--- config.mk ---
export PLATFORM = sky130hd
export DESIGN_NAME = fifo_queue_with_search_top
export DESIGN_NICKNAME = d
export VERILOG_FILES = /design/src/hw/rtl/fqs_pkg.sv /design/src/hw/rtl/fifo_queue_with_search_top.sv /design/src/hw/rtl/fqs_ram.sv /design/src/hw/rtl/fqs_ctrl.sv /design/src/hw/rtl/fqs_outreg.sv
export SDC_FILE = /design/constraint.sdc
export NUM_CORES = 1
export LEC_CHECK = 0
export BUFFER_PORTS_ARGS = -buffer_cell sky130_fd_sc_hd__buf_4
export CAP_MARGIN = 10
export CORE_ASPECT_RATIO = 1.1
export CORE_UTILIZATION = 55
export DETAILED_ROUTE_END_ITERATION = 10
export PLACE_DENSITY = 0.83
export SYNTH_ARGS = -nofsm -noshare
export SYNTH_HDL_FRONTEND = slang
export SYNTH_HIERARCHICAL = 1
export SYNTH_SLANG_ARGS = --single-unit
--- constraint.sdc ---
create_clock -name clk -period 4.81 [get_ports clk]
set_input_delay 0.2405 -clock clk [delete_from_list [all_inputs] [get_ports clk]]
set_output_delay 0.2405 -clock clk [all_outputs]
set_load 0.01 [all_outputs]
--- src/hw/rtl/fqs_pkg.sv ---
// shared types and constants for the fifo queue with search
`timescale 1ns / 1ps
package fqs_pkg;

  localparam int DEFAULT_DEPTH = 16;
  localparam int DATA_W        = 32;
  localparam int FUNC_W        = 2;
  localparam int STATUS_W      = 2;

  typedef enum logic [FUNC_W-1:0] {
    OP_ENQ    = 2'd0,
    OP_DEQ    = 2'd1,
    OP_PEEK   = 2'd2,
    OP_SEARCH = 2'd3
  } op_t;

  typedef enum logic [STATUS_W-1:0] {
    ST_OK    = 2'd0,
    ST_EMPTY = 2'd1,
    ST_FULL  = 2'd2
  } status_t;

  typedef struct packed {
    status_t status;
    logic    is_empty;
    logic    hit;
  } res_flags_t;

endpackage

--- src/hw/rtl/fifo_queue_with_search_top.sv ---
// top level of the fifo queue with membership search
//
// channel  dir  fields (low bit up)
// s_*      in   tdata: operand_value[31:0]; tuser: func[1:0]
// m_*      out  tdata: result_value, hit, is_empty, fill_count, status, zero pad
//
// one transaction at a time; enqueue and a dequeue/peek when empty answer directly,
// a dequeue/peek first reads the head; search reads the filled entries in turn through
// the single ram read port; a waiting result does not block the next accept
// m_tready low holds the result and stalls only the final hand-off of the next
// rst clears pointers and count; the entry store needs no clearing
`timescale 1ns / 1ps
module fifo_queue_with_search_top import fqs_pkg::*; #(
  parameter  int DEPTH = DEFAULT_DEPTH,
  localparam int AW    = $clog2(DEPTH),
  localparam int CW    = $clog2(DEPTH + 1),
  localparam int OUT_W = ((DATA_W + 2 + CW + STATUS_W + 7) / 8) * 8
) (
  input  logic              clk,
  input  logic              rst,
  input  logic              s_tvalid,
  output logic              s_tready,
  input  logic [DATA_W-1:0] s_tdata,  // operand_value
  input  logic [FUNC_W-1:0] s_tuser,  // func
  output logic              m_tvalid,
  input  logic              m_tready,
  output logic [OUT_W-1:0]  m_tdata   // result_value, hit, is_empty, fill_count, status
);

  logic                     wr_en;
  logic [AW-1:0]            wr_addr;
  logic signed [DATA_W-1:0] wr_data;
  logic                     rd_en;
  logic [AW-1:0]            rd_addr;
  logic signed [DATA_W-1:0] rd_data;
  logic                     res_valid;
  logic signed [DATA_W-1:0] res_value;
  logic [CW-1:0]            res_count;
  res_flags_t               res_flags;
  logic                     out_free;

  fqs_ctrl #(.DEPTH(DEPTH), .AW(AW), .CW(CW)) u_ctrl (
    .clk           (clk),
    .rst           (rst),
    .in_valid      (s_tvalid),
    .in_ready      (s_tready),
    .func          (s_tuser),
    .operand_value (s_tdata),
    .wr_en         (wr_en),
    .wr_addr       (wr_addr),
    .wr_data       (wr_data),
    .rd_en         (rd_en),
    .rd_addr       (rd_addr),
    .rd_data       (rd_data),
    .res_valid     (res_valid),
    .res_value     (res_value),
    .res_count     (res_count),
    .res_flags     (res_flags),
    .out_free      (out_free)
  );

  fqs_ram #(.DEPTH(DEPTH), .AW(AW)) u_ram (
    .clk     (clk),
    .wr_en   (wr_en),
    .wr_addr (wr_addr),
    .wr_data (wr_data),
    .rd_en   (rd_en),
    .rd_addr (rd_addr),
    .rd_data (rd_data)
  );

  fqs_outreg #(.CW(CW), .OUT_W(OUT_W)) u_out (
    .clk       (clk),
    .rst       (rst),
    .res_valid (res_valid),
    .res_value (res_value),
    .res_count (res_count),
    .res_flags (res_flags),
    .out_free  (out_free),
    .m_tvalid  (m_tvalid),
    .m_tready  (m_tready),
    .m_tdata   (m_tdata)
  );

endmodule

--- src/hw/rtl/fqs_ram.sv ---
// entry store: one write port, one registered read port
`timescale 1ns / 1ps
module fqs_ram import fqs_pkg::*; #(
  parameter int DEPTH = DEFAULT_DEPTH,
  parameter int AW    = $clog2(DEPTH)
) (
  input  logic                     clk,
  input  logic                     wr_en,
  input  logic [AW-1:0]            wr_addr,
  input  logic signed [DATA_W-1:0] wr_data,
  input  logic                     rd_en,
  input  logic [AW-1:0]            rd_addr,
  output logic signed [DATA_W-1:0] rd_data
);

  logic signed [DATA_W-1:0] mem [DEPTH];

  always_ff @(posedge clk) begin
    if (wr_en) begin
      mem[wr_addr] <= wr_data;
    end
  end

  always_ff @(posedge clk) begin
    if (rd_en) begin
      rd_data <= mem[rd_addr];
    end
  end

endmodule

--- src/hw/rtl/fqs_ctrl.sv ---
// queue control: pointers, fill count, head read and search walk
`timescale 1ns / 1ps
module fqs_ctrl import fqs_pkg::*; #(
  parameter int DEPTH = DEFAULT_DEPTH,
  parameter int AW    = $clog2(DEPTH),
  parameter int CW    = $clog2(DEPTH + 1)
) (
  input  logic                     clk,
  input  logic                     rst,
  input  logic                     in_valid,
  output logic                     in_ready,
  input  logic [FUNC_W-1:0]        func,
  input  logic signed [DATA_W-1:0] operand_value,
  output logic                     wr_en,
  output logic [AW-1:0]            wr_addr,
  output logic signed [DATA_W-1:0] wr_data,
  output logic                     rd_en,
  output logic [AW-1:0]            rd_addr,
  input  logic signed [DATA_W-1:0] rd_data,
  output logic                     res_valid,
  output logic signed [DATA_W-1:0] res_value,
  output logic [CW-1:0]            res_count,
  output res_flags_t               res_flags,
  input  logic                     out_free
);

  typedef enum logic [3:0] {
    S_IDLE = 4'b0001,
    S_HEAD = 4'b0010,
    S_SCAN = 4'b0100,
    S_EMIT = 4'b1000
  } state_t;

  state_t                   state, state_next;
  logic [AW-1:0]            head, head_next;
  logic [AW-1:0]            tail, tail_next;
  logic [CW-1:0]            count, count_next;
  op_t                      op, op_next;
  logic signed [DATA_W-1:0] key, key_next;
  logic [AW-1:0]            ptr, ptr_next;
  logic [CW-1:0]            left, left_next;
  logic signed [DATA_W-1:0] value, value_next;
  logic                     hit, hit_next;
  status_t                  status, status_next;

  function automatic logic [AW-1:0] ring_inc(input logic [AW-1:0] p);
    return (p == AW'(DEPTH - 1)) ? '0 : p + 1'b1;
  endfunction

  always_comb begin
    state_next  = state;
    head_next   = head;
    tail_next   = tail;
    count_next  = count;
    op_next     = op;
    key_next    = key;
    ptr_next    = ptr;
    left_next   = left;
    value_next  = value;
    hit_next    = hit;
    status_next = status;
    wr_en       = 1'b0;
    wr_addr     = tail;
    wr_data     = operand_value;
    rd_en       = 1'b0;
    rd_addr     = head;
    case (state)
      S_IDLE: begin
        if (in_valid) begin
          op_next     = op_t'(func);
          key_next    = operand_value;
          value_next  = '0;
          hit_next    = 1'b0;
          status_next = ST_OK;
          state_next  = S_EMIT;
          case (op_t'(func))
            OP_ENQ: begin
              if (count == CW'(DEPTH)) begin
                status_next = ST_FULL;
              end else begin
                wr_en      = 1'b1;
                tail_next  = ring_inc(tail);
                count_next = count + 1'b1;
              end
            end
            OP_DEQ, OP_PEEK: begin
              if (count == '0) begin
                status_next = ST_EMPTY;
              end else begin
                rd_en      = 1'b1;
                state_next = S_HEAD;
              end
            end
            OP_SEARCH: begin
              if (count != '0) begin
                rd_en      = 1'b1;
                ptr_next   = ring_inc(head);
                left_next  = count - 1'b1;
                state_next = S_SCAN;
              end
            end
            default: begin
              state_next = S_EMIT;
            end
          endcase
        end
      end
      S_HEAD: begin
        value_next = rd_data;
        hit_next   = 1'b1;
        if (op == OP_DEQ) begin
          head_next  = ring_inc(head);
          count_next = count - 1'b1;
        end
        state_next = S_EMIT;
      end
      S_SCAN: begin
        if (rd_data == key) begin
          hit_next   = 1'b1;
          state_next = S_EMIT;
        end else if (left == '0) begin
          state_next = S_EMIT;
        end else begin
          rd_en     = 1'b1;
          rd_addr   = ptr;
          ptr_next  = ring_inc(ptr);
          left_next = left - 1'b1;
        end
      end
      S_EMIT: begin
        if (out_free) begin
          state_next = S_IDLE;
        end
      end
      default: begin
        state_next = S_IDLE;
      end
    endcase
  end

  always_ff @(posedge clk) begin
    if (rst) begin
      state <= S_IDLE;
      head  <= '0;
      tail  <= '0;
      count <= '0;
    end else begin
      state <= state_next;
      head  <= head_next;
      tail  <= tail_next;
      count <= count_next;
    end
  end

  always_ff @(posedge clk) begin
    op     <= op_next;
    key    <= key_next;
    ptr    <= ptr_next;
    left   <= left_next;
    value  <= value_next;
    hit    <= hit_next;
    status <= status_next;
  end

  assign in_ready           = (state == S_IDLE);
  assign res_valid          = (state == S_EMIT);
  assign res_value          = value;
  assign res_count          = count;
  assign res_flags.status   = status;
  assign res_flags.is_empty = (count == '0);
  assign res_flags.hit      = hit;

endmodule

--- src/hw/rtl/fqs_outreg.sv ---
// output register that packs and holds one result transaction
`timescale 1ns / 1ps
module fqs_outreg import fqs_pkg::*; #(
  parameter int CW    = 5,
  parameter int OUT_W = 48
) (
  input  logic                     clk,
  input  logic                     rst,
  input  logic                     res_valid,
  input  logic signed [DATA_W-1:0] res_value,
  input  logic [CW-1:0]            res_count,
  input  res_flags_t               res_flags,
  output logic                     out_free,
  output logic                     m_tvalid,
  input  logic                     m_tready,
  output logic [OUT_W-1:0]         m_tdata
);

  logic load;

  assign out_free = !m_tvalid || m_tready;
  assign load     = res_valid && out_free;

  always_ff @(posedge clk) begin
    if (rst) begin
      m_tvalid <= 1'b0;
    end else if (load) begin
      m_tvalid <= 1'b1;
    end else if (m_tready) begin
      m_tvalid <= 1'b0;
    end
  end

  always_ff @(posedge clk) begin
    if (load) begin
      m_tdata <= OUT_W'({res_flags.status, res_count, res_flags.is_empty,
                         res_flags.hit, res_value});
    end
  end

endmodule

==> results of run 1 <==
-- power breakdown --
part | leakage, µW | internal, µW | total [µW] | switching, µW
Sequential | 0.00616 | 6640 | 6700 | 55.8
Combinational | 0.00240 | 129 | 396 | 266
Clock | 0.000972 | 2820 | 4960 | 2140
Total | 0.00953 | 9590 | 12100 | 2460
-- worst paths after layout --
check                                          from                 to  slack, ns  cells after the start
worst min-delay path                       s_tvalid    u_ctrl/state[0]       0.05                      4
worst max register to register    u_ram/rd_data[31]  u_ram/rd_data[17]       0.62                      9
worst min register to register  u_ctrl/res_value[6]   u_out/m_tdata[6]       0.42                      0
worst max-delay path              u_ram/rd_data[31]  u_ram/rd_data[17]       0.62                      9
-- through the flow --
step | instances | utilization | worst slack [ns]
2_1_floorplan | 1268 | - | 0.399
3_3_place_gp | 1887 | 0.587 | 0.881
3_5_place_dp | 1888 | 0.587 | 0.781
4_1_cts | 2036 | 0.639 | 0.660
5_1_grt | 2037 | 0.639 | 0.373
6_report | 2038 | 0.639 | 0.618
-- cell usage in the layout (no fill, tap or decap), types with 18 or more instances in the layout --
cell type | synthesis | final
clkbuf_16 | 0 | 67
buf_4 | 50 | 112
xor2_1 | 37 | 37
dfxtp_1 | 18 | 18
a22oi_1 | 66 | 66
and2_1 | 34 | 33
nand2_1 | 59 | 58
dlygate4sd3_1 | 0 | 37
edfxtp_1 | 663 | 663
mux4_2 | 128 | 128
-- cell type report --
class                      instances  area share
inverter                          12     0.00159
clock inverter                    32     0.00998
antenna                            2    0.000168
multi-input combinational        481       0.181
clock buffer                      79      0.0577
timing repair buffer             156      0.0450
sequential                       681       0.679
tap                              595      0.0249
-- worst max-delay path: stages, from the launching register on --
cell and delay, ns:
edfxtp_1 0.41, xor2_1 0.17, nor4_1 0.73, nand4_1 0.28, o21ai_2 0.49, mux2_8 0.54, buf_12 0.32, mux4_2 0.55
a22oi_1 0.26, nand2_1 0.11
-- registers in the layout (all words and copies together) (netlist names) --
signal,count
u_ctrl/left,5
u_ram/mem,512
u_ctrl/key,32
u_ctrl/ptr,4
u_ctrl/res_value,32
u_ctrl/head,4
u_out/m_tdata,41
u_ctrl/op,2
u_ram/rd_data,32
u_ctrl/hit,1
u_ctrl/res_count,5
u_ctrl/state,4
u_ctrl/status,2
u_out/m_tvalid,1
u_ctrl/wr_addr,4
-- kinds of logic (layout without fill, tap and decap cells) --
| group | after synthesis | after routing | share of synthesized area |
|---|---|---|---|
| buffers and inverters | 106 | 279 | 0.0238 |
| adder cells (fa/ha/maj) | 11 | 11 | 0.00527 |
| multiplexers | 134 | 134 | 0.113 |
| other | 1 | 9 | 0.000144 |
| flip-flops | 681 | 681 | 0.777 |
| XOR/XNOR | 45 | 45 | 0.0151 |
| AND/OR/NAND/NOR | 177 | 177 | 0.0375 |
| AO/OA/AOI/OAI | 107 | 107 | 0.0287 |
-- synth_stat cells (2+ instances only) --
cell and count:
nor4b_2 2, nand2_1 59, nand3_1 3, a21o_1 2, nor2b_1 3, a311oi_1 3
or4b_1 2, nand3b_1 2, mux4_2 128, nor2_1 30, and2_1 34, xor2_1 37
mux2i_1 2, clkbuf_8 2, nand2b_1 5, nor4b_1 2, a21oi_1 14, buf_4 50
buf_2 10, a31oi_1 4, ha_1 11, buf_1 10, nor3b_1 2, nor4_1 8
edfxtp_1 663, nor3_1 8, clkbuf_1 22, inv_1 11, o21ai_0 11, dfxtp_1 18
mux2_2 4, xnor2_1 8, nand4_1 4, a22oi_1 66
-- layer usage --
metal	track usage	part of all wire
met5	0.00913	0.0011
met4	0.132	0.050
met3	0.0611	0.12
met2	0.412	0.48
met1	0.332	0.35
-- repair_timing --
action / CTS / global route
hold buffers: 37 / 0
hold endpoints to repair: 560 / 0
setup endpoints to repair: 0 / 0
buffers inserted: 0 / 0
==> flow_summary.toml, run 1 <==
[floorplan]
rows = 83
top_level_ports = 88
core_region_area_um2 = 46700
die_h_um = 230
fp.dieArea_um2 = 48300
start_util = 0.559
die_w_um = 210

[place]
gp_congestion = 0.804
place_area_um2 = 27500
portBuffers = 80
dp_hpwl_um = 31400

[cells_and_area]
final_layout_size_suffix_gt1_frac = 0.261
fillers = 2930
area_growth_pct = 14.3
layout.nets = 1447
regArea_um2 = 20300
fin_area_um2 = 29800
multiInputGateArea_um2 = 5420

[routing]
drt_wl_total_um = 60400
drtIter0Drc = 1599
vias = 13200
drt-vias-per-instance = 6.47
drc = 0
firstDrtPassIters = 5
drtAntennaViolNets = 0
wl_per_cell_um = 29.7

[timing]
whs_ns = 0.0505
period_needed_ns = 4.19
skew_ns = 0.0243
fin_tns_setup_ns = 0
tightest_slew_ns = 1.14
slew_viol_final = 0
fin_crit_sh = 0.871
slew_headroom = 0.239
grt_setup_unrepaired = "false"
finalHoldViolCount = 0
setup_viol = 0
max_freq_mhz = 239

[synth]
synthCells = 1262
netlist.area_leader.share = 0.763
ys_warn_count = 6
async_flop_share = 0
yosysTopAreaCell = "edfxtp_1"
synth_area_leaders = "edfxtp_1 76%, mux4_2 11%, a22oi_1 1.9%"
ys_seq_area_frac = 0.777
syn_area_um2 = 26100
synth-edff-count = 663
synth_top_flop_cell = "edfxtp_1"
ys_ff_latch = 681
synth.distinct_cells = 56
avgSynthCellArea_um2 = 20.7

[global_routing]
grt_max_degree = 45
grt.total_usage = 0.258
antenna_found_initial = 4
grt_pass1_wl_um = 88300
grt_pass1_vias = 13600
gr-total-overflow = 0

[clocking]
cts-root-buf = "clkbuf_16"
clockBufferDepth = 3
cts-resized-gates = 0
cts_tree = "built"
cts_made_buffers = 66
clk-insertion-delay-late_ns = 0.59
clock_sink_count = 681
clk_transition_reported_paths_ns = 0.07
h-tree-depth = 3

[power_and_ir_drop]
powerDensity_nw_per_um2 = 404
ir_drop_v = 0.000323
p_leak_uw = 0.00953
p_total_uw = 12100

[outcome]
status = "finished, final reports clean"

[setup_path]
cp.arrival_ns = 4.52
critPathCaptureType = "flop"
critical_path_required_ns = 5.14
crit_path_start_kind = "flop"
critPathKind = "flop to flop"
critical_path.max_fanout = 34

[worst_hold_path]
hp-class = "input pin to flop"

[flow_run]
max_cap_violations = 0
(Power assumes the default switching activity.)
==> run 2: changes to the inputs <==
- CTS_BUF_LIST: default -> sky130_fd_sc_hd__clkbuf_16
==> run 2 against run 1 <==
Maximum frequency up 0.13%; non-clock buffer count did not move; clock-buffer cell count down 12.
==> flow_summary.toml, run 2 (synthesized netlist as in run 1, its figures left out) <==
[outcome]
status = "finished, final reports clean"

[routing]
drt-vias-per-instance = 6.45
vias = 13100
firstDrtPassIters = 5
drtIter0Drc = 1628
drtAntennaViolNets = 0
drc = 0
wl_per_cell_um = 29.7
drt_wl_total_um = 60500

[floorplan]
die_h_um = 230
core_region_area_um2 = 46700
start_util = 0.559
rows = 83
top_level_ports = 88
fp.dieArea_um2 = 48300
die_w_um = 210

[cells_and_area]
area_growth_pct = 14.3
fillers = 2930
reg_top3 = "u_ram/mem: 512 flops, u_out/m_tdata: 41 flops"
mostFrequentLayoutCells = "663 x edfxtp_1, 128 x mux4_2, 112 x buf_4"
final_layout_size_suffix_gt1_frac = 0.261
layout.nets = 1447
regMostFlops = "u_ram/mem"
final_common_cell = "edfxtp_1"
largest_reg_flops = 512

[timing]
setup_viol = 0
finalHoldViolCount = 0
grt_setup_unrepaired = "false"
period_needed_ns = 4.19
slew_headroom = 0.233
slew_viol_final = 0
skew_ns = 0.0274
tightest_slew_ns = 1.15
fin_crit_sh = 0.870
fin_tns_setup_ns = 0
max_freq_mhz = 239

[power_and_ir_drop]
p_total_uw = 12000
p_comb_frac = 0.033
p_seq_frac = 0.557
internal_power_uw = 9570
p_sw_uw = 2460
powerDensity_nw_per_um2 = 403
p_clk_frac = 0.410
ir_drop_v = 0.000322
p_sw_frac = 0.205
p_leak_uw = 0.00958

[setup_path]
critical_path_required_ns = 5.14
ff2ff_path_depth = 9
rrSetupSlack_ns = 0.62
critPathCaptureType = "flop"
rr_startpoint = "u_ctrl/key[14]"
worst_path_max_delay_cell = "nor4_1"
crit_path_cell_trace = "xor2_1 -> nor4_1 -> nand4_1 -> o21ai_2 -> mux2_8 -> buf_12 -> mux4_2 -> a22oi_1 -> nand2_1"
crit_path_start_kind = "flop"
critPathKind = "flop to flop"
critPathMaxStageDelay_ns = 0.74
cp.arrival_ns = 4.51
critical_path.max_fanout = 34
reg2reg_to = "u_ram/rd_data[17]"

[worst_hold_path]
whs_path_depth = 4
hold_end = "u_ctrl/state[0]"
min-delay-start = "s_tvalid"
hp-class = "input pin to flop"

[global_routing]
gr-total-overflow = 0
antenna_found_initial = 4
grt_pass1_wl_um = 88300
grt_pass1_vias = 13600
grt.total_usage = 0.258
grt_max_degree = 45

[place]
portBuffers = 80
dp_hpwl_um = 31400
gp_congestion = 0.804

[clocking]
cts_made_buffers = 66
clk_transition_reported_paths_ns = 0.06
cts-root-buf = "clkbuf_16"
cts_tree = "built"
clock_sink_count = 681
clk-insertion-delay-late_ns = 0.59
clockBufferDepth = 3
cts_setup_buffers = 0
h-tree-depth = 3

[flow_run]
max_cap_violations = 0
[run 2: cell types whose count changed in the layout (fill, tap and decap cells not counted)]
cell      change
clkbuf_1     -12
inv_1        +12
[run 2: what timing repair did]
action	in CTS	in global routing
endpoints found under the hold margin	560	0
hold buffers	37	0
resized for setup	0	0
[run 2: cell type report]
class / count / area [µm²] / area share
flip-flops and latches: 681 / 20300 / 0.679
multi-input cells: 481 / 5420 / 0.181
clock buffers: 67 / 1680 / 0.0562
repair buffers: 156 / 1340 / 0.0450
well taps: 595 / 744 / 0.0249
clock inverters: 44 / 343 / 0.0115
inverters: 12 / 47.5 / 0.00159
diodes: 2 / 5.00 / 0.000168
[run 2: per-stage QoR]
stage | utilization | std cells | cell area [µm²] | worst slack (ns) | hold slack [ns]
finish | 0.639 | 2038 | 29800 | 0.623 | 0.0431
global route | 0.639 | 2037 | 29800 | 0.373 | 0.0535
CTS | 0.639 | 2036 | 29800 | 0.661 | 0.0139
detailed placement | 0.587 | 1888 | 27500 | 0.781 | 0.405
global placement | 0.587 | 1887 | 27400 | 0.881 | 0.402
floorplan | - | 1268 | 26100 | 0.399 | 0.303
[run 2: critical path, delay by kind of cell, from the launching register on]
kind / cells / cell delay [ns]
and+or+nand+nor: 3 / 1.13
buffers and inverters: 1 / 0.32
DFF: 1 / 0.38
AOI/OAI and AO/OA: 2 / 0.73
muxes: 2 / 1.07
xor gates and xnor gates: 1 / 0.21
[run 2: worst max path at each step]
stage                            startpoint           endpoint  slack [ns]  cells past startpoint
final                        u_ctrl/key[14]  u_ram/rd_data[17]        0.62                      9
after global placement    u_ram/rd_data[14]   u_ram/rd_data[5]        0.88                      9
after detailed placement  u_ram/rd_data[31]   u_ram/rd_data[4]        0.78                      9
after CTS                    u_ctrl/key[14]  u_ram/rd_data[31]        0.66                      9
after floorplan             u_ctrl/state[2]    u_ram/mem[0][0]        0.40                      6
after global routing      u_ram/rd_data[14]   u_ram/rd_data[5]        0.37                      9
[run 2: per-layer routing]
layer	vias up	GRT usage	part of all wire
li1	5341	-	-
met1	6690	0.332	0.36
met2	923	0.412	0.48
met3	191	0.0611	0.11
met4	4	0.132	0.047
met5	-	0.00913	0.0011
[run 2: power by group through the flow]
stage	clock, µW	sequential (µW)	combinational (µW)
3_5_place_dp	0	6820	365
2_1_floorplan	0	6810	201
3_3_place_gp	0	6820	350
6_report	4940	6700	396
4_1_cts	4990	6700	394
5_1_grt	5210	6710	420
